<file path="config.mk">
export PLATFORM = sky130hd
export DESIGN_NAME = shutter_travel_calibrator_top
export DESIGN_NICKNAME = d
export VERILOG_FILES = /design/src/sv/stc_pkg.sv /design/src/sv/stc_step.sv /design/src/sv/shutter_travel_calibrator_top.sv
export SDC_FILE = /design/constraint.sdc
export NUM_CORES = 1
export LEC_CHECK = 0
export BUFFER_PORTS_ARGS = -buffer_cell sky130_fd_sc_hd__buf_4
export CORE_ASPECT_RATIO = 1.25
export CORE_MARGIN = 2
export CORE_UTILIZATION = 30
export CTS_CLUSTER_DIAMETER = 40
export DETAILED_ROUTE_END_ITERATION = 8
export PLACE_DENSITY = 0.43
export SLEW_MARGIN = 25
export SYNTH_ARGS = -nofsm -noshare
export SYNTH_HDL_FRONTEND = slang
export SYNTH_HIERARCHICAL = 1
export SYNTH_SLANG_ARGS = --single-unit
export TNS_END_PERCENT = 1
</file>
<file path="constraint.sdc">
create_clock -name clk -period 4.35 [get_ports clk]
set_input_delay 0.2175 -clock clk [delete_from_list [all_inputs] [get_ports clk]]
set_output_delay 0.2175 -clock clk [all_outputs]
set_load 0.005 [all_outputs]
</file>
<file path="src/sv/stc_pkg.sv">
// ----------------------------------------------------------------------------
// stc_pkg
// Shared types and constants of the shutter travel calibrator.
// ----------------------------------------------------------------------------
package stc_pkg;

  localparam int TIME_BITS_DEF = 16;

  localparam int CFG_IDX_BITS  = 3;
  localparam int CFG_DATA_BITS = 16;
  localparam int CUR_BITS      = 13;
  localparam int THR_BITS      = 12;
  localparam int MS_BITS       = 16;

  // configuration register indexes
  localparam logic [CFG_IDX_BITS-1:0] CFG_MAX_CURRENT   = 3'd0;
  localparam logic [CFG_IDX_BITS-1:0] CFG_OVER_TORQUE   = 3'd1;
  localparam logic [CFG_IDX_BITS-1:0] CFG_MIN_TRAVEL    = 3'd2;
  localparam logic [CFG_IDX_BITS-1:0] CFG_FIRST_OPEN    = 3'd3;
  localparam logic [CFG_IDX_BITS-1:0] CFG_TRAVEL_TMO    = 3'd4;

  // configuration reset values
  localparam logic [THR_BITS-1:0] MAX_CURRENT_RST = 12'd30;
  localparam logic [MS_BITS-1:0]  OVER_TORQUE_RST = 16'd0;
  localparam logic [MS_BITS-1:0]  MIN_TRAVEL_RST  = 16'd1000;
  localparam logic [MS_BITS-1:0]  FIRST_OPEN_RST  = 16'd5000;
  localparam logic [MS_BITS-1:0]  TRAVEL_TMO_RST  = 16'd30000;

  localparam logic [7:0]         SPEED_FULL = 8'd255;
  localparam logic [7:0]         SPEED_OFF  = 8'd0;
  localparam logic [MS_BITS-1:0] MS_MAX     = 16'hFFFF;

  typedef enum logic [1:0] {
    CMD_TICK    = 2'd0,
    CMD_START   = 2'd1,
    CMD_CONFIRM = 2'd2,
    CMD_CANCEL  = 2'd3
  } cmd_t;

  typedef enum logic [4:0] {
    ST_IDLE         = 5'd0,
    ST_BEGIN        = 5'd1,
    ST_PROBE_OPEN   = 5'd2,
    ST_WAIT_CONFIRM = 5'd3,
    ST_START_CLOSE  = 5'd4,
    ST_CLOSING      = 5'd5,
    ST_START_TOPEN  = 5'd6,
    ST_TIMED_OPEN   = 5'd7,
    ST_RETRY_OPEN   = 5'd8,
    ST_START_REOPEN = 5'd9,
    ST_REOPENING    = 5'd10,
    ST_START_TCLOSE = 5'd11,
    ST_TIMED_CLOSE  = 5'd12,
    ST_RETRY_CLOSE  = 5'd13,
    ST_START_PARK   = 5'd14,
    ST_PARKING      = 5'd15,
    ST_ERROR        = 5'd17
  } step_t;

  typedef struct packed {
    step_t step;
    logic  open_latch;
    logic  close_latch;
    logic  drive_dir;
    logic  drive_on;
  } ctl_t;

  typedef struct packed {
    logic [THR_BITS-1:0] max_current;
    logic [MS_BITS-1:0]  over_torque;
    logic [MS_BITS-1:0]  min_travel;
    logic [MS_BITS-1:0]  first_open;
    logic [MS_BITS-1:0]  travel_tmo;
  } cfg_t;

endpackage

</file>
<file path="src/sv/stc_step.sv">
// ----------------------------------------------------------------------------
// stc_step
// Next-state logic for one tick: command, stop detectors, sequencer step.
// ----------------------------------------------------------------------------
module stc_step import stc_pkg::*; #(
  parameter int TIME_BITS = TIME_BITS_DEF
) (
  input  cmd_t                       cmd_i,
  input  logic signed [CUR_BITS-1:0] current_i,
  input  cfg_t                       cfg_i,
  input  ctl_t                       ctl_i,
  input  logic [TIME_BITS-1:0]       phase_i,
  input  logic [TIME_BITS-1:0]       open_hold_i,
  input  logic [TIME_BITS-1:0]       close_hold_i,
  input  logic [MS_BITS-1:0]         open_time_i,
  input  logic [MS_BITS-1:0]         close_time_i,
  input  logic [MS_BITS-1:0]         saved_open_i,
  input  logic [MS_BITS-1:0]         saved_close_i,
  output ctl_t                       ctl_o,
  output logic [TIME_BITS-1:0]       phase_o,
  output logic [TIME_BITS-1:0]       open_hold_o,
  output logic [TIME_BITS-1:0]       close_hold_o,
  output logic [MS_BITS-1:0]         open_time_o,
  output logic [MS_BITS-1:0]         close_time_o,
  output logic                       save_en_o,
  output logic                       done_o
);

  localparam int CW = ((TIME_BITS > MS_BITS) ? TIME_BITS : MS_BITS) + 2;

  function automatic ctl_t bridge(ctl_t c, logic dir, logic on);
    ctl_t r;
    r = c;
    r.drive_dir = dir;
    r.drive_on  = on;
    if (!dir) begin
      r.open_latch = 1'b0;
    end else begin
      r.close_latch = 1'b0;
    end
    return r;
  endfunction

  function automatic logic [TIME_BITS-1:0] sat_inc(logic [TIME_BITS-1:0] v);
    return (&v) ? v : v + TIME_BITS'(1);
  endfunction

  function automatic logic [CW-1:0] ext_ms(logic [MS_BITS-1:0] v);
    return {{(CW-MS_BITS){1'b0}}, v};
  endfunction

  function automatic logic [CW-1:0] ext_t(logic [TIME_BITS-1:0] v);
    return {{(CW-TIME_BITS){1'b0}}, v};
  endfunction

  logic signed [CUR_BITS:0] cur_x;
  logic signed [CUR_BITS:0] cur_neg;
  logic signed [CUR_BITS:0] thr_x;
  logic                     pos_over;
  logic                     neg_over;
  logic [CW-1:0]            hold_limit;
  logic [TIME_BITS-1:0]     ph_inc;
  logic [CW-1:0]            ph_ext;
  logic [MS_BITS-1:0]       meas;
  logic                     past_first;
  logic                     past_tmo;

  assign cur_x    = {current_i[CUR_BITS-1], current_i};
  assign cur_neg  = -cur_x;
  assign thr_x    = $signed({2'b00, cfg_i.max_current});
  assign pos_over = cur_x > thr_x;
  assign neg_over = cur_neg > thr_x;
  // latch once the hold count minus one exceeds the hold time
  assign hold_limit = ext_ms(cfg_i.over_torque) + CW'(1);

  assign ph_inc     = sat_inc(phase_i);
  assign ph_ext     = ext_t(ph_inc);
  assign meas       = (ph_ext > ext_ms(MS_MAX)) ? MS_MAX : ph_ext[MS_BITS-1:0];
  assign past_first = ph_ext > ext_ms(cfg_i.first_open);
  assign past_tmo   = ph_ext > ext_ms(cfg_i.travel_tmo);

  always_comb begin
    ctl_o        = ctl_i;
    phase_o      = phase_i;
    open_time_o  = open_time_i;
    close_time_o = close_time_i;
    save_en_o    = 1'b0;
    done_o       = 1'b0;

    unique case (cmd_i)
      CMD_START: begin
        ctl_o      = bridge(ctl_o, ctl_o.drive_dir, 1'b0);
        ctl_o.step = ST_BEGIN;
      end
      CMD_CONFIRM: begin
        if (ctl_o.step == ST_WAIT_CONFIRM) begin
          ctl_o.step = ST_START_CLOSE;
        end
      end
      CMD_CANCEL: begin
        if (ctl_o.step != ST_IDLE) begin
          ctl_o        = bridge(ctl_o, ctl_o.drive_dir, 1'b0);
          ctl_o.step   = ST_IDLE;
          open_time_o  = saved_open_i;
          close_time_o = saved_close_i;
        end
      end
      default: ;
    endcase

    // stop detectors
    if (pos_over) begin
      open_hold_o = sat_inc(open_hold_i);
      if (ext_t(open_hold_o) > hold_limit) begin
        ctl_o.open_latch = 1'b1;
      end
    end else begin
      open_hold_o = '0;
    end
    if (neg_over) begin
      close_hold_o = sat_inc(close_hold_i);
      if (ext_t(close_hold_o) > hold_limit) begin
        ctl_o.close_latch = 1'b1;
      end
    end else begin
      close_hold_o = '0;
    end

    unique case (ctl_o.step)
      ST_IDLE, ST_WAIT_CONFIRM, ST_ERROR: ;
      ST_BEGIN: begin
        save_en_o  = 1'b1;
        ctl_o      = bridge(ctl_o, 1'b1, 1'b1);
        phase_o    = '0;
        ctl_o.step = ST_PROBE_OPEN;
      end
      ST_PROBE_OPEN: begin
        phase_o = ph_inc;
        if (ctl_o.open_latch || past_first) begin
          ctl_o      = bridge(ctl_o, ctl_o.drive_dir, 1'b0);
          ctl_o.step = ST_WAIT_CONFIRM;
        end
      end
      ST_START_CLOSE: begin
        ctl_o      = bridge(ctl_o, 1'b0, 1'b1);
        phase_o    = '0;
        ctl_o.step = ST_CLOSING;
      end
      ST_CLOSING: begin
        phase_o = ph_inc;
        if (ctl_o.close_latch) begin
          ctl_o      = bridge(ctl_o, ctl_o.drive_dir, 1'b0);
          ctl_o.step = ST_START_TOPEN;
        end else if (past_tmo) begin
          ctl_o      = bridge(ctl_o, ctl_o.drive_dir, 1'b0);
          ctl_o.step = ST_ERROR;
        end
      end
      ST_START_TOPEN: begin
        ctl_o      = bridge(ctl_o, 1'b1, 1'b1);
        phase_o    = '0;
        ctl_o.step = ST_TIMED_OPEN;
      end
      ST_TIMED_OPEN: begin
        phase_o = ph_inc;
        if (ctl_o.open_latch) begin
          ctl_o       = bridge(ctl_o, ctl_o.drive_dir, 1'b0);
          open_time_o = meas;
          ctl_o.step  = (meas < cfg_i.min_travel) ? ST_RETRY_OPEN : ST_START_REOPEN;
        end else if (past_tmo) begin
          ctl_o      = bridge(ctl_o, ctl_o.drive_dir, 1'b0);
          ctl_o.step = ST_ERROR;
        end
      end
      ST_RETRY_OPEN: ctl_o.step = ST_START_CLOSE;
      ST_START_REOPEN: begin
        ctl_o      = bridge(ctl_o, 1'b1, 1'b1);
        phase_o    = '0;
        ctl_o.step = ST_REOPENING;
      end
      ST_REOPENING: begin
        phase_o = ph_inc;
        if (ctl_o.open_latch) begin
          ctl_o      = bridge(ctl_o, ctl_o.drive_dir, 1'b0);
          ctl_o.step = ST_START_TCLOSE;
        end else if (past_tmo) begin
          ctl_o      = bridge(ctl_o, ctl_o.drive_dir, 1'b0);
          ctl_o.step = ST_ERROR;
        end
      end
      ST_START_TCLOSE: begin
        ctl_o      = bridge(ctl_o, 1'b0, 1'b1);
        phase_o    = '0;
        ctl_o.step = ST_TIMED_CLOSE;
      end
      ST_TIMED_CLOSE: begin
        phase_o = ph_inc;
        if (ctl_o.close_latch) begin
          ctl_o        = bridge(ctl_o, ctl_o.drive_dir, 1'b0);
          close_time_o = meas;
          ctl_o.step   = (meas < cfg_i.min_travel) ? ST_RETRY_CLOSE : ST_START_PARK;
        end else if (past_tmo) begin
          ctl_o      = bridge(ctl_o, ctl_o.drive_dir, 1'b0);
          ctl_o.step = ST_ERROR;
        end
      end
      ST_RETRY_CLOSE: ctl_o.step = ST_START_REOPEN;
      ST_START_PARK: begin
        ctl_o      = bridge(ctl_o, 1'b1, 1'b1);
        phase_o    = '0;
        ctl_o.step = ST_PARKING;
      end
      ST_PARKING: begin
        phase_o = ph_inc;
        if (past_first) begin
          ctl_o      = bridge(ctl_o, ctl_o.drive_dir, 1'b0);
          ctl_o.step = ST_IDLE;
          done_o     = 1'b1;
        end
      end
      default: begin
        // undefined step code: stop and report error
        ctl_o      = bridge(ctl_o, ctl_o.drive_dir, 1'b0);
        ctl_o.step = ST_ERROR;
      end
    endcase
  end

endmodule

</file>
<file path="src/sv/shutter_travel_calibrator_top.sv">
// ----------------------------------------------------------------------------
// shutter_travel_calibrator_top
// A result beat is registered and appears in the cycle after its input beat
// is taken. Throughput: one input beat per cycle unless a result beat stalls;
// the step logic is a single pass between state and output registers.
// Reset: synchronous, active low; clears the sequencer to idle, the timers,
// latches and travel times, and loads the configuration defaults.
// ----------------------------------------------------------------------------
module shutter_travel_calibrator_top import stc_pkg::*; #(
  parameter int TIME_BITS = TIME_BITS_DEF
) (
  input  logic                      clk,
  input  logic                      rst_n,
  input  logic                      in_valid,
  output logic                      in_ready,
  input  logic [1:0]                in_cmd,
  input  logic signed [CUR_BITS-1:0] in_current_ma,
  output logic                      out_valid,
  input  logic                      out_ready,
  output logic                      out_motor_dir,
  output logic [7:0]                out_motor_speed,
  output logic [4:0]                out_step_code,
  output logic                      out_waiting_confirm,
  output logic                      out_busy_res,
  output logic                      out_fault,
  output logic                      out_finished,
  output logic [MS_BITS-1:0]        out_open_time_ms,
  output logic [MS_BITS-1:0]        out_close_time_ms,
  input  logic                      cfg_valid,
  output logic                      cfg_ready,
  input  logic [CFG_IDX_BITS-1:0]   cfg_index,
  input  logic [CFG_DATA_BITS-1:0]  cfg_data
);

  cfg_t                 cfg_r;
  ctl_t                 ctl_r, ctl_nxt;
  logic [TIME_BITS-1:0] phase_r, phase_nxt;
  logic [TIME_BITS-1:0] open_hold_r, open_hold_nxt;
  logic [TIME_BITS-1:0] close_hold_r, close_hold_nxt;
  logic [MS_BITS-1:0]   open_time_r, open_time_nxt;
  logic [MS_BITS-1:0]   close_time_r, close_time_nxt;
  logic [MS_BITS-1:0]   saved_open_r, saved_close_r;
  logic                 save_en;
  logic                 done;
  logic                 in_fire;
  logic                 out_valid_r;

  logic                 dir_r;
  logic                 on_r;
  step_t                step_r;
  logic                 done_r;
  logic [MS_BITS-1:0]   open_out_r, close_out_r;

  assign cfg_ready = 1'b1;
  assign in_ready  = !out_valid_r || out_ready;
  assign in_fire   = in_valid && in_ready;

  always_ff @(posedge clk) begin
    if (!rst_n) begin
      cfg_r.max_current <= MAX_CURRENT_RST;
      cfg_r.over_torque <= OVER_TORQUE_RST;
      cfg_r.min_travel  <= MIN_TRAVEL_RST;
      cfg_r.first_open  <= FIRST_OPEN_RST;
      cfg_r.travel_tmo  <= TRAVEL_TMO_RST;
    end else if (cfg_valid) begin
      unique case (cfg_index)
        CFG_MAX_CURRENT: cfg_r.max_current <= cfg_data[THR_BITS-1:0];
        CFG_OVER_TORQUE: cfg_r.over_torque <= cfg_data;
        CFG_MIN_TRAVEL:  cfg_r.min_travel  <= cfg_data;
        CFG_FIRST_OPEN:  cfg_r.first_open  <= cfg_data;
        CFG_TRAVEL_TMO:  cfg_r.travel_tmo  <= cfg_data;
        default: ;
      endcase
    end
  end

  stc_step #(
    .TIME_BITS(TIME_BITS)
  ) u_step (
    .cmd_i        (cmd_t'(in_cmd)),
    .current_i    (in_current_ma),
    .cfg_i        (cfg_r),
    .ctl_i        (ctl_r),
    .phase_i      (phase_r),
    .open_hold_i  (open_hold_r),
    .close_hold_i (close_hold_r),
    .open_time_i  (open_time_r),
    .close_time_i (close_time_r),
    .saved_open_i (saved_open_r),
    .saved_close_i(saved_close_r),
    .ctl_o        (ctl_nxt),
    .phase_o      (phase_nxt),
    .open_hold_o  (open_hold_nxt),
    .close_hold_o (close_hold_nxt),
    .open_time_o  (open_time_nxt),
    .close_time_o (close_time_nxt),
    .save_en_o    (save_en),
    .done_o       (done)
  );

  always_ff @(posedge clk) begin
    if (!rst_n) begin
      ctl_r        <= '{step: ST_IDLE, default: 1'b0};
      phase_r      <= '0;
      open_hold_r  <= '0;
      close_hold_r <= '0;
      open_time_r  <= '0;
      close_time_r <= '0;
    end else if (in_fire) begin
      ctl_r        <= ctl_nxt;
      phase_r      <= phase_nxt;
      open_hold_r  <= open_hold_nxt;
      close_hold_r <= close_hold_nxt;
      open_time_r  <= open_time_nxt;
      close_time_r <= close_time_nxt;
    end
  end

  // saved times are snapshots of the times present when a run begins
  always_ff @(posedge clk) begin
    if (in_fire && save_en) begin
      saved_open_r  <= open_time_r;
      saved_close_r <= close_time_r;
    end
  end

  always_ff @(posedge clk) begin
    if (!rst_n) begin
      out_valid_r <= 1'b0;
    end else if (in_fire) begin
      out_valid_r <= 1'b1;
    end else if (out_ready) begin
      out_valid_r <= 1'b0;
    end
  end

  always_ff @(posedge clk) begin
    if (in_fire) begin
      dir_r       <= ctl_nxt.drive_dir;
      on_r        <= ctl_nxt.drive_on;
      step_r      <= ctl_nxt.step;
      done_r      <= done;
      open_out_r  <= open_time_nxt;
      close_out_r <= close_time_nxt;
    end
  end

  assign out_valid           = out_valid_r;
  assign out_motor_dir       = dir_r;
  assign out_motor_speed     = on_r ? SPEED_FULL : SPEED_OFF;
  assign out_step_code       = step_r;
  assign out_waiting_confirm = (step_r == ST_WAIT_CONFIRM);
  assign out_busy_res        = (step_r != ST_IDLE);
  assign out_fault           = (step_r == ST_ERROR);
  assign out_finished        = done_r;
  assign out_open_time_ms    = open_out_r;
  assign out_close_time_ms   = close_out_r;

endmodule

</file>
==> flow_summary_export.csv, run 1 <==
group,metric,value,unit
detailed_routing,drtIter0Drc,479,
floorplanning,io_pins,92,
sta,relSlewSlack,0.3124,
hold_path,hold_path.class,"in -> reg",
setup_path,worst_path_dominant_cell_family,"simple AND/OR/NAND/NOR gates",
grt,antenna_found_initial,0,
power_and_ir_drop,power_density,371.0,nW/um^2
detailed_routing,vias,11720,
cts,htreeDepth,2,
setup_path,worstSetupEndpointType,"flip-flop",
detailed_routing,drt-total-wl,41550,um
power_and_ir_drop,internal-power,4928,uW
power_and_ir_drop,p_clk_frac,0.556,
setup_path,cp_cell_sequence,"and4_4 -> and4_2 -> and3_1 -> nand3_1 -> buf_4 -> nand3_1 -> xnor2_1 -> ha_1 -> nand2_1 -> o21a_1 -> o221a_2 -> o22ai_2 -> a41oi_2 -> buf_6 -> or4_1 -> o211ai_1 -> o211ai_1 -> nand2_1 -> mux2i_1",
cts,cts-root-buf,"clkbuf_16",
floorplanning,core-area,46990,sq um
setup_path,crit_path_top_delay_cell,"or4_1",
power_and_ir_drop,ir_worst_vdd,233.4,uV
yosys,synth.avg_cell_area,8.766,sq um
cts,clock_sinks,238,
grt,grt_max_degree,107,
detailed_routing,first_pass_iters,7,
cells_and_area,final_cells,2424,
power_and_ir_drop,p_sw_frac,0.2491,
yosys,ys_seq_area_frac,0.3867,
outcome,status,"completed",
cells_and_area,syn_to_final_growth,24.72,%
sta,max_freq,0.2437,GHz
setup_path,reg2regPathDepth,19,
sta,report.final.slew_viol_count,0,
cts,clkTransAtPathRegs,0.06,ns
placement,io_buffers,90,
cts,clockBufferDepth,3,
yosys,synthesis.nets,1764,
floorplanning,chipHeight,247.1,um
yosys,synth_cell_type_count,75,
detailed_routing,wl_per_cell,17.14,um
sta,setup_viol,0,
cts,cts_tree,"done",
yosys,synth-edff-count,72,
sta,rsz0062_at_grt,"false",
yosys,yosys_warnings,6,
placement,dpl.cell_count,2321,
power_and_ir_drop,p_leak,0.007386,uW
cells_and_area,drive_gt1_frac,0.1578,
setup_path,startpoint_type,"flip-flop",
power_and_ir_drop,seqPwrFrac,0.363,
power_and_ir_drop,pwr-share-comb,0.081,
run,maxCapViolCount,0,
yosys,netlist_instances,1618,
sta,fin_crit_sh,0.9432,
sta,hold_violations,0,
placement,dp_hpwl,30490,um
detailed_routing,vias_per_cell,4.836,
sta,fin_ws,0.2472,ns
setup_path,worstPathArrival,4.54,ns
sta,skew,0.02566,ns
setup_path,path_class,"reg -> reg",
cells_and_area,nets,1896,
setup_path,path_max_fanout,10,
floorplanning,rows,89,
grt,grt_pass1_vias,11540,
yosys,ys_seq_elements,238,
detailed_routing,drc,0,
yosys,synth-main-ff-cell,"dfxtp_1",
floorplanning,die_w,198.5,um
grt,grt.total_usage,0.1699,
setup_path,cp_num_cells,19,
yosys,syn-cell-area,14180,sq um
placement,globalplace.congestion,0.8067,
setup_path,path_buf_inv,2,
hold_path,whs_path_depth,3,
placement,place_ws,-0.06981,ns
grt,grt_pass1_wl,64940,um
setup_path,cp.required,4.78,ns
grt,grt_overflow_total,0,
cells_and_area,diodes,0,
sta,fin_hold_ws,0.05536,ns
floorplanning,die_area,49040,sq um
sta,period_needed,4.103,ns
floorplanning,initial_core_util,0.3018,
sta,tns,0,ns
sta,tightest_slew,1.023,ns
cts,cts_made_buffers,45,
power_and_ir_drop,power.switching,1635,uW
detailed_routing,antenna_left,0,
setup_path,max_stage_delay,0.51,ns
cts,clk_latency,0.57,ns
yosys,async_reset_ff_frac,0,
state kept, by name, indices dropped and copies added, names as in the netlist, 9 cells and up:
signal,cells
close_hold_r,16
saved_open_r,16
open_time_r,16
close_time_r,16
phase_r,16
out_close_time_ms,16
open_hold_r,16
out_open_time_ms,16
saved_close_r,16
cfg_r,76
ctl_r,9
tightest hold or removal path: cells and delay by family:
kind,cells,cell delay (ns)
simple gates,1,0.12
buf+inv,1,0.08
compound gates,1,0.16
cell usage in the layout (no fill, tap or decap), types with 5 or more instances in the layout:
| master | instances |
|---|---|
| nand2_1 | 293 |
| dfxtp_1 | 164 |
| buf_4 | 158 |
| mux2i_1 | 147 |
| ha_1 | 107 |
| nand3_1 | 102 |
| inv_1 | 89 |
| edfxtp_1 | 72 |
| o21ai_0 | 71 |
| a21oi_1 | 70 |
| nor2_1 | 51 |
| clkbuf_16 | 45 |
| nor2b_1 | 34 |
| xor2_1 | 28 |
| nand4_1 | 28 |
| xnor2_1 | 26 |
| a211oi_1 | 22 |
| and2_1 | 18 |
| nor3_1 | 17 |
| and3_1 | 16 |
| o22ai_1 | 15 |
| dlygate4sd3_1 | 14 |
| nand2b_1 | 10 |
| o21ai_1 | 10 |
| a31oi_1 | 10 |
| inv_6 | 9 |
| clkbuf_1 | 8 |
| and4_1 | 8 |
| o211ai_1 | 7 |
| bufinv_16 | 6 |
| or3_1 | 6 |
| a21o_1 | 6 |
| and2b_1 | 6 |
| clkbuf_8 | 5 |
| o21a_1 | 5 |
layer usage:
metal / wire, um / global-route usage / up-vias
li1: - / - / 5981
met1: 18060 / 0.2016 / 5535
met2: 21510 / 0.3134 / 161
met3: 1291 / 0.03014 / 46
met5: 0 / 0 / -
met4: 689 / 0.04368 / 0
through the flow:
stage	area [sq um]	power, uW	util
floorplan	14180	2739	-
global placement	15780	2945	0.3357
detailed placement	15780	2948	0.3359
CTS	17500	6680	0.3724
global route	17690	6837	0.3764
finish	17690	6563	0.3764
timing repair:
action	CTS	global route
hold buffers	14	0
endpoints found under the setup margin	3	78
endpoints found under the hold margin	30	0
setup buffers	0	4
cloned	0	1
resized for setup	3	34
pin swaps	0	10
final cells by class:
cell class              instances  area (sq um)
fillers                      4866         29300
multi-input cells            1196          8087
flip-flops and latches        238          5488
repair buffers                178          1401
clock buffers                  57          1211
well taps                     637         797.0
clock inverters                27         364.1
inverters                      91         341.6
power groups by stage:
stage	registers, uW	logic [uW]	clock network, uW
after global routing	2390	589	3860
after global placement	2430	514	0
after floorplan	2420	321	0
after CTS	2390	529	3760
after detailed placement	2430	517	0
final	2380	532	3650
synthesized netlist by cell type, types with 5 or more instances:
library cell	instances	share of area
nor4_1	6	0.0026
xnor2_1	29	0.018
xor2_1	28	0.017
buf_4	9	0.0048
nor3_1	18	0.0064
and2_1	19	0.0084
a21oi_1	71	0.025
and2b_1	6	0.0032
o211ai_1	7	0.0037
o21a_1	5	0.0026
nor2_1	53	0.014
a31oi_1	10	0.0044
nand4_1	28	0.012
o21ai_1	9	0.0032
mux2i_1	148	0.10
edfxtp_1	72	0.15
a21o_1	6	0.0032
ha_1	107	0.094
a211oi_1	23	0.012
o21ai_0	74	0.026
inv_1	90	0.024
nand3_1	103	0.036
nor2b_1	34	0.015
dfxtp_1	166	0.23
buf_2	20	0.0071
nand2_1	293	0.078
o22ai_1	16	0.0071
clkbuf_1	56	0.015
nand2b_1	10	0.0044
and3_1	16	0.0071
or3_1	6	0.0026
and4_1	11	0.0068
worst paths after layout:
| check | start | end | slack, ns |
|---|---|---|---|
| worst max-delay path | open_hold_r[5]$_SDFFE_PN0P_ | ctl_r[4]$_SDFFE_PN0P_ | 0.25 |
| worst min-delay path | cfg_data[15] | cfg_r[63]$_SDFFE_PN0P_ | 0.06 |
| worst max register to register | open_hold_r[5]$_SDFFE_PN0P_ | ctl_r[4]$_SDFFE_PN0P_ | 0.25 |
| worst min register to register | open_time_r[2]$_SDFFE_PN0P_ | saved_open_r[2]$_DFFE_PP_ | 0.45 |
cells by family after synthesis:
| kind of cell | synth area share |
|---|---|
| AO/OA/AOI/OAI | 0.1115 |
| XOR/XNOR | 0.03520 |
| adder cells (fa/ha/maj) | 0.09439 |
| buffers and inverters | 0.05496 |
| flip-flops | 0.3867 |
| multiplexers | 0.1060 |
| other | 0.0002644 |
| AND/OR/NAND/NOR | 0.2109 |
No activity file was read; power rests on OpenSTA's default activity.
==> run 2, diff against run 1 <==
--- a/config.mk
+++ b/config.mk
@@ -8,10 +8,10 @@
 export BUFFER_PORTS_ARGS = -buffer_cell sky130_fd_sc_hd__buf_4
 export CORE_ASPECT_RATIO = 1.25
 export CORE_MARGIN = 2
-export CORE_UTILIZATION = 30
+export CORE_UTILIZATION = 35
 export CTS_CLUSTER_DIAMETER = 40
 export DETAILED_ROUTE_END_ITERATION = 8
-export PLACE_DENSITY = 0.43
+export PLACE_DENSITY = 0.49
 export SLEW_MARGIN = 25
 export SYNTH_ARGS = -nofsm -noshare
 export SYNTH_HDL_FRONTEND = slang
==> run 2 against run 1 <==
  * Critical path depth stayed put
  * Power down 7.6%
  * Sequential share of layout area grew 0.95 points
  * Highest routed layer unchanged
  * Die area is 14% lower
  * Utilization increased by 5.2 points
  * Combinational power decreased by 3%
  * First-iteration DRC count rose by 24%
  * Flip-flop and latch count is the same
==> flow_summary_export.csv, run 2 (same netlist as run 1, synthesis figures left out) <==
group,metric,value,unit
outcome,status,"completed",
cts,htreeDepth,2,
sta,report.final.slew_viol_count,0,
cells_and_area,largest_reg_flops,76,
sta,setup_viol,0,
cells_and_area,top_register,"cfg_r",
cells_and_area,mostFrequentLayoutCells,"293 x nand2_1, 164 x dfxtp_1, 147 x mux2i_1, 147 x buf_4, 107 x ha_1",
cts,cts_tree,"done",
power_and_ir_drop,pwr-share-comb,0.085,
placement,dp_hpwl,27690,um
floorplanning,rows,82,
setup_path,worstSetupEndpointType,"flip-flop",
detailed_routing,top_layer_used,"met4",
floorplanning,core-area,40010,sq um
power_and_ir_drop,ir_worst_vdd,241.7,uV
setup_path,max_stage_delay,0.40,ns
detailed_routing,antenna_left,0,
cts,cts-root-buf,"clkbuf_16",
cts,clock_sinks,238,
grt,grt_pass1_vias,11290,
placement,io_buffers,90,
sta,fin_hold_ws,0.08873,ns
cts,clk_latency,0.53,ns
setup_path,worstPathArrival,4.51,ns
hold_path,hold_path.class,"in -> reg",
grt,grt_max_degree,119,
cts,clkTransAtPathRegs,0.05,ns
cts,cts_made_buffers,41,
detailed_routing,drt-total-wl,38190,um
detailed_routing,vias_per_cell,5.155,
power_and_ir_drop,p_sw_frac,0.2438,
sta,period_needed,4.127,ns
setup_path,worst_path_dominant_cell_family,"compound AO/OA/AOI/OAI gates",
setup_path,crit_path_top_delay_cell,"dfxtp_1",
setup_path,startpoint_type,"flip-flop",
sta,tns,0,ns
floorplanning,die_w,184.1,um
cts,postCtsSetupBuffers,0,
detailed_routing,met1_length,16440,um
sta,relSlewSlack,0.4483,
setup_path,path_max_fanout,10,
power_and_ir_drop,power_density,353.5,nW/um^2
floorplanning,io_pins,92,
cells_and_area,final_common_cell,"nand2_1",
cells_and_area,syn_to_final_growth,21.00,%
grt,grt.total_usage,0.1808,
sta,rsz0062_at_grt,"true",
cells_and_area,n_fill_cell,3986,
detailed_routing,drtIter0Drc,593,
sta,fin_crit_sh,0.9487,
setup_path,cp.required,4.74,ns
setup_path,cp_cell_sequence,"and4_4 -> and4_2 -> and3_1 -> nand3_1 -> buf_4 -> nand3_1 -> xnor2_1 -> ha_1 -> nand2_1 -> o21a_1 -> o221a_2 -> o22ai_2 -> a41oi_2 -> buf_4 -> nor2b_1 -> o22a_1 -> a2111o_1 -> nand2_1 -> mux2i_1",
grt,grt_overflow_total,0,
detailed_routing,first_pass_iters,5,
sta,skew,0.01633,ns
power_and_ir_drop,p_leak,0.007204,uW
cts,clockBufferDepth,3,
setup_path,path_class,"reg -> reg",
setup_path,path_buf_inv,2,
sta,max_freq,0.2423,GHz
power_and_ir_drop,power.switching,1479,uW
detailed_routing,vias,11690,
cells_and_area,diodes,0,
sta,tightest_slew,0.8275,ns
placement,globalplace.congestion,0.8582,
sta,hold_violations,0,
power_and_ir_drop,seqPwrFrac,0.393,
power_and_ir_drop,internal-power,4588,uW
run,maxCapViolCount,0,
floorplanning,initial_core_util,0.3545,
detailed_routing,wl_per_cell,16.85,um
floorplanning,die_area,42160,sq um
floorplanning,chipHeight,229.1,um
power_and_ir_drop,p_clk_frac,0.522,
detailed_routing,drc,0,
detailed_routing,wl_met2,19460,um
grt,antenna_found_initial,0,
cells_and_area,drive_gt1_frac,0.1429,
cells_and_area,nets,1879,
grt,grt_pass1_wl,61040,um
detailed_routing,wl_met3,1307,um
==> run 2: cell type report <==
| class | count | area (sq um) | share of cell area |
|---|---|---|---|
| multi-input cells | 1196 | 8034 | 0.4681 |
| flip-flops and latches | 238 | 5488 | 0.3197 |
| repair buffers | 165 | 1318 | 0.07677 |
| clock buffers | 52 | 1130 | 0.06583 |
| well taps | 504 | 630.6 | 0.03674 |
| inverters | 91 | 341.6 | 0.01990 |
| clock inverters | 21 | 221.5 | 0.01290 |
==> run 2: worst paths after layout <==
path	from	end	slack [ns]	cells after the start
setup / recovery	open_hold_r[4]$_SDFFE_PN0P_	ctl_r[5]$_SDFFE_PN0P_	0.22	19
hold reg to reg	open_time_r[9]$_SDFFE_PN0P_	saved_open_r[9]$_DFFE_PP_	0.45	0
setup reg to reg	open_hold_r[4]$_SDFFE_PN0P_	ctl_r[5]$_SDFFE_PN0P_	0.22	19
hold / removal	out_ready	out_valid$_SDFFE_PN0P_	0.09	3
==> run 2: power by group through the flow <==
stage	combinational [uW]	sequential, uW	clock, uW
floorplan	321	2420	0
global placement	498	2430	0
detailed placement	502	2430	0
CTS	514	2380	3260
global route	572	2390	3340
finish	515	2380	3170
==> run 2: repair_timing <==
action | CTS | global route
endpoints found under the setup margin | 0 | 73
hold buffers | 14 | 0
resized for setup | 0 | 23
hold endpoints to repair | 24 | 0
==> run 2: layer usage <==
metal	vias up	global-route usage
met5	-	0
met3	68	0.02608
met4	0	0.06150
met1	5477	0.2159
li1	5934	-
met2	208	0.3283
==> run 2: through the flow <==
step	util	total power (uW)	worst slack, ns	cell area [sq um]	std cells
2_1_floorplan	-	2739	0.3047	14180	1618
3_3_place_gp	0.3893	2926	0.07762	15580	2180
3_5_place_dp	0.3893	2930	0.05574	15580	2180
4_1_cts	0.4265	6158	0.08235	17070	2267
5_1_grt	0.4289	6304	-0.06082	17160	2267
6_report	0.4289	6067	0.2232	17160	2267
==> run 2: worst min-delay path: stages <==
cell      delay [ns]
buf_4           0.07
nand2b_1        0.17
a21boi_0        0.10
==> run 3, diff against run 2 <==
--- a/config.mk
+++ b/config.mk
@@ -5,6 +5,7 @@
 export SDC_FILE = /design/constraint.sdc
 export NUM_CORES = 1
 export LEC_CHECK = 0
+export ABC_AREA = 1
 export BUFFER_PORTS_ARGS = -buffer_cell sky130_fd_sc_hd__buf_4
 export CORE_ASPECT_RATIO = 1.25
 export CORE_MARGIN = 2
@@ -17,4 +18,4 @@
 export SYNTH_HDL_FRONTEND = slang
 export SYNTH_HIERARCHICAL = 1
 export SYNTH_SLANG_ARGS = --single-unit
-export TNS_END_PERCENT = 1
+export TNS_END_PERCENT = 20
==> run 3 against run 2 <==
  * Clock skew up 0.011 ns
  * Critical path depth up 10
  * Cell count up 29%
  * First-iteration DRC count up 7.4%
  * Largest power group unchanged
==> flow_summary_export.csv, run 3 <==
group,metric,value,unit
detailed_routing,antenna_left,0,
grt,grt_max_degree,101,
sta,period_needed,4.020,ns
yosys,synth_cell_type_count,61,
cts,clk_latency,0.58,ns
sta,relSlewSlack,0.3505,
floorplanning,core-area,44010,sq um
cts,cts-root-buf,"clkbuf_16",
floorplanning,rows,86,
detailed_routing,vias,14110,
power_and_ir_drop,p_leak,0.008812,uW
cells_and_area,final_cells,2918,
detailed_routing,wl_per_cell,15.68,um
setup_path,worstPathArrival,4.48,ns
sta,fin_crit_sh,0.9242,
detailed_routing,met1_length,20380,um
cells_and_area,multi_input_area,8672,sq um
yosys,synth_top_area_share,0.2129,
placement,postPlaceCellArea,16970,sq um
setup_path,cpMostUsedCell,"nand2_1",
placement,io_buffers,90,
placement,place_ws,-0.08295,ns
cells_and_area,largest_reg_flops,76,
power_and_ir_drop,ir_worst_vdd,324.8,uV
placement,globalplace.congestion,0.8370,
grt,grt_pass1_wl,72730,um
yosys,netlist_instances,2200,
setup_path,r2r_slack,0.33,ns
yosys,synth-edff-count,72,
setup_path,path_max_fanout,5,
power_and_ir_drop,power_density,380.7,nW/um^2
sta,max_freq,0.2487,GHz
sta,hold_violations,0,
grt,grt_overflow_total,0,
detailed_routing,wl_met2,22170,um
yosys,synth.avg_cell_area,7.095,sq um
grt,antenna_found_initial,0,
detailed_routing,vias_per_cell,4.835,
yosys,async_reset_ff_frac,0,
hold_path,hold_path.class,"in -> reg",
cells_and_area,fin_util,0.4230,
floorplanning,initial_core_util,0.3547,
yosys,ys_seq_elements,238,
grt,grt_pass1_vias,13750,
sta,fin_hold_ws,0.06569,ns
cells_and_area,diodes,0,
floorplanning,die_area,46310,sq um
cells_and_area,seq_area,5490,sq um
detailed_routing,drt-total-wl,45750,um
cells_and_area,syn_to_final_growth,19.26,%
cells_and_area,nets,2459,
sta,skew,0.02708,ns
cells_and_area,final_cell_area,18620,sq um
setup_path,max_stage_delay,0.39,ns
placement,dpl.cell_count,2826,
detailed_routing,top_layer_used,"met4",
setup_path,path_class,"reg -> reg",
yosys,synth_area_leaders,"dfxtp_1 21%, edfxtp_1 14%, nand2_1 11%",
sta,rsz0062_at_grt,"true",
floorplanning,chipHeight,240.1,um
setup_path,worstSetupEndpointType,"flip-flop",
sta,report.final.slew_viol_count,0,
yosys,yosys_warnings,6,
setup_path,startpoint_type,"flip-flop",
cts,cts_made_buffers,41,
yosys,synth-main-ff-cell,"dfxtp_1",
detailed_routing,drc,0,
outcome,status,"completed",
yosys,synth_common_cells,"472 x nand2_1, 418 x nor2_1, 279 x inv_1, 166 x dfxtp_1, 147 x nand3_1",
cells_and_area,top_register,"cfg_r",
yosys,ys_seq_area_frac,0.3514,
sta,setup_viol,0,
sta,fin_ws,0.3297,ns
cts,clkTransAtPathRegs,0.06,ns
cells_and_area,n_fill_cell,4645,
run,maxCapViolCount,0,
detailed_routing,first_pass_iters,5,
floorplanning,die_w,192.9,um
setup_path,cp.required,4.81,ns
detailed_routing,wl_met3,1927,um
grt,grt.total_usage,0.1997,
cells_and_area,final_common_cell,"nand2_1",
sta,tightest_slew,0.9742,ns
detailed_routing,drtIter0Drc,637,
yosys,synth.most_common_cell,"nand2_1",
yosys,synthesis.nets,2346,
placement,dp_hpwl,32970,um
cts,htreeDepth,2,
cells_and_area,drive_gt1_frac,0.1407,
yosys,yosysTopAreaCell,"dfxtp_1",
floorplanning,io_pins,92,
cts,clockBufferDepth,3,
cells_and_area,mostFrequentLayoutCells,"467 x nand2_1, 412 x nor2_1, 277 x inv_1",
yosys,syn-cell-area,15610,sq um
cts,cts_tree,"done",
cts,clock_sinks,238,
setup_path,crit_path_top_delay_cell,"dfxtp_2",
==> run 3: worst max-delay path: cells and delay by family, from the launching register on <==
family                     cells  cell delay [ns]
xor gates and xnor gates       1             0.19
buffers and inverters          3             0.37
AOI/OAI and AO/OA              1             0.25
DFF                            1             0.39
adders and majority gates      1             0.31
and+or+nand+nor               23             2.39
==> run 3: power breakdown <==
| part | switching [uW] | leakage [uW] | internal (uW) |
|---|---|---|---|
| clock | 1290 | 0.000661 | 1990 |
| sequential | 104 | 0.00206 | 2460 |
| combinational | 756 | 0.00609 | 496 |
| total | 2150 | 0.00881 | 4940 |
==> run 3: path summary, 6_finish.rpt <==
kind / cells past startpoint / start / end
max: 29 / phase_r[7]$_SDFFE_PN0P_ / ctl_r[7]$_SDFFE_PN0P_
min: 5 / cfg_data[15] / cfg_r[31]$_SDFFE_PN0P_
max reg2reg: 29 / phase_r[7]$_SDFFE_PN0P_ / ctl_r[7]$_SDFFE_PN0P_
min reg2reg: 0 / close_time_r[8]$_SDFFE_PN0P_ / saved_close_r[8]$_DFFE_PP_
==> run 3: final cells by class <==
class,instances,share of cell area
clock inverter,30,0.01801
multi-input combinational,1583,0.4659
inverter,291,0.05908
timing repair buffer,158,0.06701
sequential,238,0.2949
clock buffer,46,0.05666
tap,572,0.03845
==> run 3: per-stage QoR <==
step	TNS (ns)	power [uW]
after CTS	0	7182
final	0	7087
after detailed placement	-0.08295	3846
after global routing	-0.07446	7478
after global placement	-0.1190	3832
after floorplan	0	3417
==> run 3: routing by layer <==
layer	GRT usage	up-vias
li1	-	7300
met1	0.2473	6483
met2	0.3456	250
met3	0.03751	75
met4	0.06662	0
met5	0	-
==> run 3: cells by family after synthesis <==
logic type,share of synthesized area
other,0.0002403
and+or+nand+nor,0.3548
AOI/OAI and AO/OA,0.07912
buffers and inverters,0.1014
muxes,0.002565
xor gates and xnor gates,0.02469
adders and majority gates,0.08577
DFF,0.3514
==> run 3: what timing repair did <==
action	CTS	global route
endpoints found under the hold margin	22	0
pin swaps	0	4
cloned	0	1
endpoints found under the setup margin	2	44
setup buffers	0	2
resized for setup	3	21
hold buffers	13	0
